==> src/sv/mbrc_pkg.sv <==
// Shared types, constants and the CRC-16 byte update for the Modbus response checker.
`default_nettype none

package mbrc_pkg;

  // Channel widths.
  localparam int unsigned ByteW    = 8;
  localparam int unsigned WordW    = 16;
  localparam int unsigned StatusW  = 3;
  localparam int unsigned CountW   = 9;
  localparam int unsigned MTdataW  = 40;  // 16 + 3 + 16 bits, padded to whole bytes

  // Frame constants.
  localparam logic [WordW-1:0]  CrcPoly      = 16'hA001;
  localparam logic [WordW-1:0]  CrcInit      = 16'hFFFF;
  localparam logic [ByteW-1:0]  ExcMask      = 8'h80;
  localparam logic [ByteW-1:0]  FuncReadHold = 8'h03;
  localparam logic [ByteW-1:0]  AddrReset    = 8'h01;
  localparam logic [CountW-1:0] CountMax     = 9'd511;
  localparam logic [CountW:0]   MinFrameLen  = 10'd5;
  localparam logic [CountW:0]   HeaderLen    = 10'd3;

  // Result kinds.
  localparam logic KindWord   = 1'b0;
  localparam logic KindStatus = 1'b1;

  // Frame status codes.
  localparam logic [StatusW-1:0] StOk        = 3'd0;
  localparam logic [StatusW-1:0] StShort     = 3'd1;
  localparam logic [StatusW-1:0] StAddress   = 3'd2;
  localparam logic [StatusW-1:0] StException = 3'd3;
  localparam logic [StatusW-1:0] StFunction  = 3'd4;
  localparam logic [StatusW-1:0] StTruncated = 3'd5;
  localparam logic [StatusW-1:0] StCrc       = 3'd6;
  localparam logic [StatusW-1:0] StOddCount  = 3'd7;

  // One result beat as held in the output queue.
  typedef struct packed {
    logic               kind;
    logic [WordW-1:0]   word;
    logic [StatusW-1:0] status;
    logic [WordW-1:0]   detail;
    logic               last;
  } result_t;

  // Reflected CRC-16 update over one byte, eight shift steps unrolled.
  function automatic logic [WordW-1:0] crc_byte(input logic [WordW-1:0] crc_in,
                                                input logic [ByteW-1:0] data);
    logic [WordW-1:0] c;
    c = crc_in ^ {8'h00, data};
    for (int i = 0; i < ByteW; i++) begin
      if (c[0]) begin
        c = (c >> 1) ^ CrcPoly;
      end else begin
        c = c >> 1;
      end
    end
    return c;
  endfunction

endpackage

`default_nettype wire

==> src/sv/modbus_register_response_checker_core.sv <==
// Modbus RTU read-holding-registers response checker: byte stream in, words and status out.
`default_nettype none

// Channel   | Direction | Beat contents
// ----------+-----------+--------------------------------------------------------------
// s_axis    | in        | tdata: received frame byte; tlast: final byte of the frame
// m_axis    | out       | tdata: register word, frame status, status detail;
//           |           | tuser: kind (0 word, 1 status); tlast: last result of a byte
// cfg       | in        | data: expected device address (reset value 1)
//
// A byte beat is taken into an input register and processed from there by one pass of logic
// (CRC byte update and the frame checks), which pushes up to two results into a four-entry
// output queue. One byte is accepted per cycle while the queue has room for two results; a
// byte that yields a word and a status pushes both, and m_axis drains them one by one.
// Reset clears the frame state, the input register and the queue; no clearing pass follows.
// A stall on m_axis fills the queue and then holds s_axis_tready low.

module modbus_register_response_checker_core (
  input  wire logic                         clk_i,
  input  wire logic                         rst_ni,
  // Received byte stream.
  input  wire logic                         s_axis_tvalid,
  output logic                              s_axis_tready,
  input  wire logic [mbrc_pkg::ByteW-1:0]   s_axis_tdata,   // [7:0] data_byte
  input  wire logic                         s_axis_tlast,   // end_of_frame
  // Result stream.
  output logic                              m_axis_tvalid,
  input  wire logic                         m_axis_tready,
  output logic [mbrc_pkg::MTdataW-1:0]      m_axis_tdata,   // [15:0] register_word,
                                                            // [18:16] frame_status,
                                                            // [34:19] status_detail,
                                                            // [39:35] zero
  output logic                              m_axis_tuser,   // [0] item_kind
  output logic                              m_axis_tlast,   // last_result
  // Configuration write channel.
  input  wire logic                         cfg_valid_i,
  output logic                              cfg_ready_o,
  input  wire logic [mbrc_pkg::ByteW-1:0]   cfg_data_i      // expected_address
);
  import mbrc_pkg::*;

  localparam int unsigned QDepth = 4;
  localparam int unsigned QPtrW  = $clog2(QDepth);
  localparam int unsigned QCntW  = QPtrW + 1;

  // Input register.
  logic              in_valid_q;
  logic [ByteW-1:0]  in_byte_q;
  logic              in_eof_q;

  // Configuration.
  logic [ByteW-1:0]  exp_addr_q;

  // Frame state.
  logic [CountW-1:0] seen_q, seen_d;
  logic [WordW-1:0]  run_crc_q, run_crc_d;
  logic [WordW-1:0]  pay_crc_q, pay_crc_d;
  logic [WordW-1:0]  trl_crc_q, trl_crc_d;
  logic [ByteW-1:0]  addr_q, addr_d;
  logic [ByteW-1:0]  func_q, func_d;
  logic [ByteW-1:0]  dlen_q, dlen_d;
  logic [ByteW-1:0]  hold_q, hold_d;

  // Output queue.
  result_t           queue_q [QDepth];
  logic [QPtrW-1:0]  wr_q, rd_q;
  logic [QCntW-1:0]  cnt_q;

  logic              proc;
  logic              pop;
  logic              push_word;
  logic              push_stat;
  logic [1:0]        n_push;
  result_t           word_res;
  result_t           stat_res;
  result_t           first_res;
  result_t           head;

  // Per-byte working values.
  logic [CountW-1:0] p;
  logic [CountW:0]   pay_end;
  logic [CountW:0]   len_w;
  logic [CountW-1:0] len;
  logic              in_payload;
  logic [WordW-1:0]  crc_new;
  logic [StatusW-1:0] st;
  logic [WordW-1:0]  det;

  // The byte waits in the input register until the queue can take both possible results.
  assign proc          = in_valid_q && (cnt_q <= QCntW'(QDepth - 2));
  assign s_axis_tready = !in_valid_q || proc;
  assign cfg_ready_o   = 1'b1;

  always_comb begin
    seen_d    = seen_q;
    run_crc_d = run_crc_q;
    pay_crc_d = pay_crc_q;
    trl_crc_d = trl_crc_q;
    addr_d    = addr_q;
    func_d    = func_q;
    dlen_d    = dlen_q;
    hold_d    = hold_q;
    push_word = 1'b0;
    push_stat = 1'b0;
    st        = StOk;
    det       = '0;

    p = seen_q;

    // The third byte carries the data length and already sets where the payload ends.
    if (p == CountW'(2)) begin
      pay_end = HeaderLen + {2'b00, in_byte_q};
    end else begin
      pay_end = HeaderLen + {2'b00, dlen_q};
    end
    in_payload = {1'b0, p} < pay_end;
    crc_new    = crc_byte(run_crc_q, in_byte_q);

    if (p < CountMax) begin
      len = p + CountW'(1);
    end else begin
      len = CountMax;
    end
    len_w = {1'b0, len};

    if (proc) begin
      unique case (p)
        CountW'(0): addr_d = in_byte_q;
        CountW'(1): func_d = in_byte_q;
        CountW'(2): dlen_d = in_byte_q;
        default: ;
      endcase

      if (in_payload) begin
        run_crc_d = crc_new;
        pay_crc_d = crc_new;
        if (p >= CountW'(3)) begin
          // Data bytes at odd positions open a pair; even positions close it.
          if (p[0]) begin
            hold_d = in_byte_q;
          end else begin
            push_word = 1'b1;
          end
        end
      end else if ({1'b0, p} == pay_end) begin
        trl_crc_d = {trl_crc_q[WordW-1:ByteW], in_byte_q};
      end else if ({1'b0, p} == pay_end + (CountW+1)'(1)) begin
        trl_crc_d = {in_byte_q, trl_crc_q[ByteW-1:0]};
      end

      seen_d = len;

      if (in_eof_q) begin
        push_stat = 1'b1;
        // Checks run on the state as it stands after this byte, in fixed priority.
        priority if (len_w < MinFrameLen) begin
          st = StShort;
        end else if (addr_d != exp_addr_q) begin
          st  = StAddress;
          det = {8'h00, addr_d};
        end else if ((func_d & ExcMask) != '0) begin
          st  = StException;
          det = {8'h00, dlen_d};
        end else if (func_d != FuncReadHold) begin
          st  = StFunction;
          det = {8'h00, func_d};
        end else if (len_w < {2'b00, dlen_d} + MinFrameLen) begin
          st = StTruncated;
        end else if (pay_crc_d != trl_crc_d) begin
          st  = StCrc;
          det = pay_crc_d;
        end else if (dlen_d[0]) begin
          st = StOddCount;
        end else begin
          st = StOk;
        end

        // The frame is over: back to the reset state for the next one.
        seen_d    = '0;
        run_crc_d = CrcInit;
        pay_crc_d = '0;
        trl_crc_d = '0;
        addr_d    = '0;
        func_d    = '0;
        dlen_d    = '0;
        hold_d    = '0;
      end
    end
  end

  always_comb begin
    word_res.kind   = KindWord;
    word_res.word   = {hold_q, in_byte_q};
    word_res.status = StOk;
    word_res.detail = '0;
    word_res.last   = !push_stat;

    stat_res.kind   = KindStatus;
    stat_res.word   = '0;
    stat_res.status = st;
    stat_res.detail = det;
    stat_res.last   = 1'b1;

    first_res = push_word ? word_res : stat_res;
    n_push    = {1'b0, push_word} + {1'b0, push_stat};
  end

  assign head          = queue_q[rd_q];
  assign m_axis_tvalid = cnt_q != '0;
  assign pop           = m_axis_tvalid && m_axis_tready;
  assign m_axis_tdata  = {5'b00000, head.detail, head.status, head.word};
  assign m_axis_tuser  = head.kind;
  assign m_axis_tlast  = head.last;

  always_ff @(posedge clk_i or negedge rst_ni) begin
    if (!rst_ni) begin
      in_valid_q <= 1'b0;
      exp_addr_q <= AddrReset;
      seen_q     <= '0;
      run_crc_q  <= CrcInit;
      pay_crc_q  <= '0;
      trl_crc_q  <= '0;
      addr_q     <= '0;
      func_q     <= '0;
      dlen_q     <= '0;
      hold_q     <= '0;
      wr_q       <= '0;
      rd_q       <= '0;
      cnt_q      <= '0;
    end else begin
      if (s_axis_tready) begin
        in_valid_q <= s_axis_tvalid;
      end
      if (cfg_valid_i) begin
        exp_addr_q <= cfg_data_i;
      end
      seen_q    <= seen_d;
      run_crc_q <= run_crc_d;
      pay_crc_q <= pay_crc_d;
      trl_crc_q <= trl_crc_d;
      addr_q    <= addr_d;
      func_q    <= func_d;
      dlen_q    <= dlen_d;
      hold_q    <= hold_d;
      wr_q      <= wr_q + QPtrW'(n_push);
      if (pop) begin
        rd_q <= rd_q + QPtrW'(1);
      end
      cnt_q <= cnt_q + QCntW'(n_push) - QCntW'(pop);
    end
  end

  // Payload registers carry no reset.
  always_ff @(posedge clk_i) begin
    if (s_axis_tready && s_axis_tvalid) begin
      in_byte_q <= s_axis_tdata;
      in_eof_q  <= s_axis_tlast;
    end
    if (n_push != 2'd0) begin
      queue_q[wr_q] <= first_res;
    end
    if (n_push == 2'd2) begin
      queue_q[wr_q + QPtrW'(1)] <= stat_res;
    end
  end

  // The queue never holds more results than it has entries.
  a_queue_bound : assert property (@(posedge clk_i) disable iff (!rst_ni)
    cnt_q <= QCntW'(QDepth))
    else $error("output queue overflow");

  // A byte held back by a queue without room for two results is still there in the next cycle.
  a_byte_held : assert property (@(posedge clk_i) disable iff (!rst_ni)
    (in_valid_q && !proc) |=> in_valid_q)
    else $error("held byte lost");

  // Processing the final byte of a frame restarts the byte count and the CRC.
  a_frame_restart : assert property (@(posedge clk_i) disable iff (!rst_ni)
    (proc && in_eof_q) |=> (seen_q == '0 && run_crc_q == CrcInit))
    else $error("frame state not cleared after final byte");

  // A status result always closes the results of its byte.
  a_status_last : assert property (@(posedge clk_i) disable iff (!rst_ni)
    (m_axis_tvalid && m_axis_tuser) |-> m_axis_tlast)
    else $error("status result not marked last");

endmodule

`default_nettype wire
==> config.mk <==
export PLATFORM = sky130hd
export DESIGN_NAME = modbus_register_response_checker_core
export DESIGN_NICKNAME = d
export VERILOG_FILES = /design/src/sv/mbrc_pkg.sv /design/src/sv/modbus_register_response_checker_core.sv
export SDC_FILE = /design/constraint.sdc
export NUM_CORES = 1
export LEC_CHECK = 0
export BUFFER_PORTS_ARGS = -buffer_cell sky130_fd_sc_hd__buf_2
export CAP_MARGIN = 20
export CORE_ASPECT_RATIO = 1.5
export CORE_MARGIN = 8
export CORE_UTILIZATION = 58
export CTS_CLUSTER_SIZE = 20
export DETAILED_ROUTE_END_ITERATION = 8
export GPL_TIMING_DRIVEN = 0
export PLACE_DENSITY = 0.8
export SLEW_MARGIN = 20
export SYNTH_ARGS = -nofsm -noshare
export SYNTH_HDL_FRONTEND = slang
export SYNTH_SLANG_ARGS = --single-unit
export TNS_END_PERCENT = 30
==> constraint.sdc <==
create_clock -name clk_i -period 16.6 [get_ports clk_i]
set_clock_uncertainty 0.1 [all_clocks]
set_input_delay 4.98 -clock clk_i [delete_from_list [all_inputs] [get_ports clk_i]]
set_output_delay 4.98 -clock clk_i [all_outputs]
set_load 0.03 [all_outputs]
# ---- Word level (Yosys, flattened, before mapping)
# Memories as Yosys holds them, arrays and structs flattened.
# Index checks and enable logic that the tools add are counted.
dict set report classes {
  add_sub_neg 11
  order_cmp 6
  n_eq_ne 8
  muxes 62
  bitwise 9
  reduce_logical 14
}
# op n
set ops {}
lappend ops {{2-to-1 mux 16 bit} 26}
lappend ops {{2-to-1 mux 8 bit} 13}
lappend ops {{2-to-1 mux 37 bit} 1}
lappend ops {{2-to-1 mux 3 bit} 9}
lappend ops {{2-to-1 mux 9 bit} 3}
lappend ops {{NOT 2 -> 3 bit} 8}
lappend ops {{adder 2 x 8 -> 9 bit (first input constant)} 2}
lappend ops {{inequality test 16 bit} 1}
lappend ops {{XOR 16 x 8 -> 16 bit} 1}
lappend ops {{adder 9 x 1 -> 10 bit (second input constant)} 1}
lappend ops {{== test 9 x 10 -> 1 bit} 1}
lappend ops {{< comparator 9 x 10 -> 1 bit} 1}
lappend ops {{2-to-1 mux 1 bit} 10}
lappend ops {{adder 8 x 3 -> 9 bit (second input constant)} 1}
lappend ops {{adder 9 x 1 -> 9 bit (second input constant)} 1}
lappend ops {{== test 9 x 1 -> 1 bit (second input constant)} 1}
lappend ops {{== test 9 x 2 -> 1 bit (second input constant)} 1}
lappend ops {{== test 9 bit} 1}
lappend ops {{greater-or-equal comparator 9 x 2 -> 1 bit (second input constant)} 1}
lappend ops {{logical NOT 9 bit} 1}
lappend ops {{< comparator 9 x 3 -> 1 bit (second input constant)} 1}
lappend ops {{< comparator 9 bit} 1}
lappend ops {{< comparator 9 bit (second input constant)} 1}
lappend ops {{inequality test 8 x 2 -> 1 bit (second input constant)} 1}
lappend ops {{15 further kinds} 22}
dict set report word_totals {
  ff_bits 114
  mem_bits_rw 148
  word_cells 126
  memories 1
}
# memory words word_bits rd rd_ports_with_merged_regs wr line
set mem_list {}
lappend mem_list {queue_q 4 37 1 0 2 modbus_register_response_checker_core.sv:65} ;# result_t queue_q [QDepth];

# ---- Logic depth before layout (Yosys ltp)
# Gate-level depths: netlist (run 1).
dict set report depth {
  ltp_word 29
  depth_mapped 30
  mapped_depth_nobuf 26
}

# ---- Worst setup path after synthesis (run 1)
# No wires, ideal clock.
dict set report synth_timing {
  path_kind {flip-flop to flip-flop}
  from {reg seen_q[0], in the netlist p[0]}
  to {mem queue_q[0][12] in the netlist's numbering, data pin}
  arrival_time_ns 6.656
  path_slack_ns 9.668
  stages_incl_launch_ff 29
  synth_period_minus_slack_ns 6.932
  cell_sequence {dfrtp_1 inv_1 ha_1 nor4b_2 nand2_2 clkbuf_1 mux2i_1 inv_1 ha_1 nor2b_1 a41oi_1 xnor2_1 ha_1 a21o_1 a21oi_1 o21a_1 buf_1 nand2_1 nor3_1 inv_1 ha_1 nor2_1 nand2_1 and2_1 clkbuf_1 inv_1 nand2_1 clkbuf_1 nor4_1}
}
# item line
set synth_lines {}
lappend synth_lines {{start: declaration} modbus_register_response_checker_core.sv:55} ;# logic [CountW-1:0] seen_q, seen_d;
lappend synth_lines {{start signal: assignment} modbus_register_response_checker_core.sv:237} ;# seen_q <= seen_d;
lappend synth_lines {{end: declaration} modbus_register_response_checker_core.sv:65}

==> results of run 1 <==
flip-flops by register name (all words and copies together) (netlist names):
signal      cells
queue_q       148
pay_crc_q      16
run_crc_q      16
trl_crc_q      16
p               9
addr_q          8
dlen_q          8
exp_addr_q      8
func_q          8
hold_q          8
in_byte_q       8
cnt_q           3
rd_q            2
wr_q            2
in_eof_q        1
in_valid_q      1
worst max-delay path by stage:
stage	startpoint	end	slack (ns)
after floorplan	p[0]	queue_q[0][12]	9.67
after global placement	p[0]	queue_q[0][12]	6.98
after detailed placement	p[0]	queue_q[0][14]	6.87
after CTS	p[0]	queue_q[0][14]	6.78
after global routing	p[0]	queue_q[0][14]	6.13
final	p[0]	queue_q[0][14]	6.68
area by class of cell:
| cell class | count | area (um2) |
|---|---|---|
| multi-input combinational | 925 | 6770 |
| inverter | 35 | 131 |
| sequential | 262 | 6640 |
| buffer | 99 | 427 |
| timing repair buffer | 61 | 334 |
| antenna | 1 | 2.50 |
| clock inverter | 11 | 158 |
| fill | 1927 | 8090 |
| clock buffer | 33 | 707 |
| tap | 319 | 399 |
report_power, final:
group	internal [W]	total, W	switching [W]
logic	0.000621	0.00180	0.00118
registers	0.000858	0.000990	0.000133
clock network	0.000361	0.000608	0.000247
total	0.00184	0.00340	0.00156
cell usage in the layout (no fill, tap or decap), types with 36 or more instances in the layout:
cell type / Yosys / routed
nor2_1: 64 / 64
xnor2_1: 36 / 36
a21oi_1: 47 / 47
o21ai_0: 80 / 80
mux4_2: 37 / 37
a22o_1: 82 / 82
dfrtp_1: 88 / 88
nand2_1: 159 / 159
clkbuf_1: 78 / 82
buf_2: 5 / 64
edfxtp_1: 85 / 85
dfxtp_1: 72 / 72
xor2_1: 42 / 42
layer usage:
layer  part of all wire, %  GRT usage, %  vias up
li1                      -             -     5044
met1                    36          30.5     5603
met2                    50          48.1      581
met3                   7.1          5.20      158
met4                   7.4          20.2        0
met5                     0             0        -
cells by family (layout without fill, tap and decap cells):
group | after synthesis | after routing | synth area share [%]
buffers and inverters | 134 | 239 | 4.00
adders and majority gates | 33 | 33 | 3.01
xor gates and xnor gates | 81 | 81 | 5.39
muxes | 86 | 86 | 9.71
other | 2 | 7 | 0.0539
AOI/OAI and AO/OA | 317 | 317 | 15.9
DFF | 262 | 262 | 47.6
and+or+nand+nor | 402 | 402 | 14.3
through the flow:
| stage | cells | area (um2) | util (%) | setup slack [ns] |
|---|---|---|---|---|
| floorplan | 1321 | 14000 | - | 9.67 |
| detailed placement | 1701 | 14700 | 62.1 | 6.87 |
| finish | 1746 | 15600 | 65.8 | 6.68 |
| CTS | 1745 | 15600 | 65.8 | 6.78 |
| global placement | 1699 | 14700 | 61.9 | 6.98 |
| global route | 1746 | 15600 | 65.8 | 6.13 |
tightest hold or removal path: stages, from the launching register on:
cell	delay (ns)
dfxtp_1	0.31
nand2_1	0.06
nand2_1	0.04
==> summary.md, run 1 <==
| Metric | Value |
|---|---|
| Core area | 23700 um2 |
| Slew Viols, Final | 0 |
| Area of the mapped netlist | 13900 um2 |
| Yosys warning count | 0 |
| Max_slew headroom | 22.7% |
| Hold Violations, Final | 0 |
| Global route total overflow | 0 |
| HPWL Detailed | 29700 um |
| Worst setup path category | flip-flop to flip-flop |
| Global Route Usage Sum | 28.0% |
| CP peak stage delay | 0.82 ns |
| Final period utilization | 59.8% |
| Fmax | 101 MHz |
| Pwr Density | 218 nW/um2 |
| Crit-path slowest cell | nor3_1 |
| Die width | 143 um |
| Final WL | 40900 um |
| IO buf count | 59 |
| Post-synth EDFFs | 85 |
| Clock buffer depth | 3 |
| Dominant cells by area after synthesis | edfxtp_1, dfrtp_1, dfxtp_1 |
| Root buffer cell | clkbuf_16 |
| Setup crit start kind | flip-flop |
| Worst-path maximum fanout | 20 |
| Nets | 1463 |
| Commonest cells post-synth | nand2_1, dfrtp_1, edfxtp_1, a22o_1, o21ai_0 |
| Largest net degree at the start of global routing | 61 |
| Total power | 0.00340 W |
| DRT Pass-1 Iters | 6 |
| Mapped Cells | 1317 |
| HP Start | queue_q[3][36] |
| Crit Reg-Reg Endpoint | queue_q[0][14] |
| Setup violators final | 0 |
| TritonCTS clock tree | yes |
| Residual DRC | 0 |
| Area growth syn-to-layout | 11.6% |
| Clk sinks | 262 |
| H-tree levels | 1 |
| Vias in the first global route | 11400 |
| Average size of a mapped cell | 10.6 um2 |
| Worst hold margin | 0.353 ns |
| Row cnt | 69 |
| Post-DRT Antenna Nets | 0 |
| Worst setup EP type | flip-flop |
| Post-synth top area cell | edfxtp_1 |
| Die H | 206 um |
| Worst-case reg-to-reg path depth | 27 |
| Max-cap violations | 0 |
| Initial Util | 58.9% |
| Crit-path leading delay family | simple AND/OR/NAND/NOR gates |
| CP bufs+invs | 7 |
| Max IR drop VDD | 0.000106 V |
| Initial antenna violation count | 1 |
| DRT iter0 DRCs | 989 |
| Top-count cell post-synth | nand2_1 |
| Vias/cell | 6.52 |
| IO Count | 67 |
| WL/cell | 23.4 um |
| Total CTS buffers | 24 |
| Worst Path Required | 16.82 ns |
| Lkg Pwr | 6.28 nW |
| Die area | 29400 um2 |
| WP data arrival | 10.14 ns |
| RSZ-0062 raised after global routing | no |
| Area share of the largest cell type after synthesis | 18.3% |
| Worst Hold Path EP | queue_q[3][36] |
| R2R setup slack | 6.68 ns |
| Cts repair resizes | 0 |
| # hold bufs at CTS | 0 |
| Via count | 11400 |
| Top FF cell, synth | dfrtp_1 |
| Clock transition at the registers of the reported paths | 0.07 ns |
| Synth async-reset ratio | 40.1% |
| Min-delay worst type | flip-flop to flip-flop |
| Final period demand of the worst path | 9.92 ns |
| Hold depth | 2 |
| Yosys reg bits | 262 |
| Stages on the worst setup path | 27 |
| Fraction of layout cells with a size suffix above 1 | 14.5% |
| Post-CTS setup buffers | 0 |
| RD Place Congestion | 0.998 |
| Latest clock arrival within the worst-skew pair | 0.53 ns |
| FF-to-FF Start | p[0] |
| Slew of the pin with the lowest slew margin | 1.15 ns |
| Post-synthesis sequential area ratio | 47.6% |
| Outcome | complete, no violations |
| Post-synthesis cell type count | 87 |
| First-pass GRT wire length | 63400 um |
| TNS Setup | 0 ns |
Power figures use the tool's default switching activity.
==> run 2, diff against run 1 <==
- clock period: 16.6 -> 9.7 ns (I/O delays scaled with it)
==> run 2 against run 1 <==
Count of clock-buffer cells in the layout unchanged. Clock power up 71%. Non-clock buffer count unchanged. Power up 71%.
==> summary.md, run 2 (same netlist as run 1, synthesis figures left out) <==
| Metric | Value |
|---|---|
| Core area | 23700 um2 |
| Die area | 29400 um2 |
| WL/cell | 23.5 um |
| Max_slew headroom | 23.6% |
| RD Place Congestion | 0.998 |
| Area growth syn-to-layout | 11.7% |
| R2R setup slack | 0.53 ns |
| Die H | 206 um |
| CP peak stage delay | 0.62 ns |
| Worst setup EP type | flip-flop |
| Global route total overflow | 0 |
| Worst setup path category | flip-flop to flip-flop |
| Leading cell type in the layout, fill and taps excluded | nand2_1 |
| Crit-path slowest cell | nor4b_2 |
| Final WL | 41000 um |
| Via count | 11400 |
| Post-CTS setup buffers | 0 |
| Initial antenna violation count | 1 |
| Worst-path maximum fanout | 20 |
| Max-cap violations | 0 |
| Outcome | complete, no violations |
| Worst-case reg-to-reg path depth | 29 |
| WP data arrival | 9.40 ns |
| Lkg Pwr | 6.26 nW |
| Hold Violations, Final | 0 |
| Worst Path Required | 9.92 ns |
| HPWL Detailed | 29700 um |
| Latest clock arrival within the worst-skew pair | 0.54 ns |
| Post-DRT Antenna Nets | 0 |
| Total CTS buffers | 24 |
| Nets | 1463 |
| Setup violators final | 0 |
| IO Count | 67 |
| Pwr Density | 374 nW/um2 |
| Final period utilization | 94.6% |
| First-pass GRT wire length | 63400 um |
| Commonest cells after routing, fill and taps aside | nand2_1, dfrtp_1, edfxtp_1 |
| Min-delay worst type | flip-flop to flip-flop |
| Root buffer cell | clkbuf_16 |
| Cells after DPL | 1701 |
| Vias in the first global route | 11400 |
| Max IR drop VDD | 0.000180 V |
| Worst slack at placement | -0.0258 ns |
| Clock transition at the registers of the reported paths | 0.07 ns |
| Fraction of layout cells with a size suffix above 1 | 14.8% |
| Worst hold margin | 0.353 ns |
| RSZ-0062 raised after global routing | no |
| Row cnt | 69 |
| Global Route Usage Sum | 28.0% |
| DRT iter0 DRCs | 1103 |
| Fillers | 1921 |
| H-tree levels | 1 |
| Reg with most FFs | queue_q |
| Worst Slack Setup Final | 0.529 ns |
| TNS Setup | 0 ns |
| Clk sinks | 262 |
| Final period demand of the worst path | 9.17 ns |
| Die width | 143 um |
| Largest register FFs | 148 |
| Setup crit start kind | flip-flop |
| Hold depth | 2 |
| Fmax | 109 MHz |
| Initial Util | 58.9% |
| DRT Pass-1 Iters | 6 |
| Post-Layout Cell Count | 1746 |
| Vias/cell | 6.52 |
| Most used cell, CP | ha_1 |
| Clock buffer depth | 3 |
| Largest net degree at the start of global routing | 61 |
| Slew Viols, Final | 0 |
| Slew of the pin with the lowest slew margin | 1.13 ns |
| TritonCTS clock tree | yes |
| Residual DRC | 0 |
| IO buf count | 59 |
==> run 2: cell types whose count changed in the layout (fill, tap and decap cells not counted) <==
cell | before | now
mux2i_1 | 34 | 33
mux2i_2 | 0 | 1
clkinvlp_4 | 1 | 3
nor3_2 | 0 | 1
nor3_1 | 23 | 22
inv_1 | 32 | 30
==> run 2: path summary, 6_finish.rpt <==
path,end,from
min,queue_q[3][36],queue_q[3][36]
min in group asynchronous,exp_addr_q[5],rst_ni
max in group asynchronous,hold_q[7],rst_ni
max reg2reg,queue_q[0][14],p[0]
min reg2reg,queue_q[3][36],queue_q[3][36]
max,queue_q[0][14],p[0]
==> run 2: repair_timing <==
item	in CTS	in global routing
pin swaps	0	0
resized for setup	1	3
setup endpoints to repair	6	15
hold buffers	0	0
==> run 2: power by group <==
group	internal [W]	leakage, nW	total [W]	switching (W)
clock network	0.000617	0.425	0.00104	0.000422
registers	0.00147	2.67	0.00170	0.000228
logic	0.00106	3.16	0.00309	0.00202
==> run 2: cell type report <==
cell class,instances,area [um2],share of cell area [%]
Antenna cell,1,2.50,0.0161
Multi-Input combinational cell,925,6770,43.5
Clock buffer,33,707,4.54
Timing Repair Buffer,61,334,2.14
Clock inverter,11,158,1.01
Sequential cell,262,6640,42.6
Inverter,35,139,0.891
Tap cell,319,399,2.56
Buffer,99,427,2.74
==> run 2: metal layers <==
| layer | up-vias | global-route usage (%) | part of all wire (%) |
|---|---|---|---|
| li1 | 5061 | - | - |
| met1 | 5615 | 30.6 | 36 |
| met2 | 554 | 48.1 | 50 |
| met3 | 158 | 5.20 | 7.1 |
| met4 | 0 | 20.2 | 7.2 |
| met5 | - | 0 | 0 |
==> run 2: worst max-delay path, delay by kind of cell (launching register included) <==
family | cells | cell delay, ns
buf+inv | 8 | 2.58
compound gates | 4 | 0.66
mux | 1 | 0.19
simple gates | 12 | 3.93
fa+ha+maj | 4 | 1.01
flops | 1 | 0.47
==> run 2: through the flow <==
stage / utilization [%] / cell area [um2] / power, W
CTS: 65.8 / 15600 / 0.00575
global placement: 61.9 / 14700 / 0.00463
floorplan: - / 14000 / 0.00379
detailed placement: 62.1 / 14700 / 0.00471
finish: 65.9 / 15600 / 0.00582
global route: 65.9 / 15600 / 0.00610
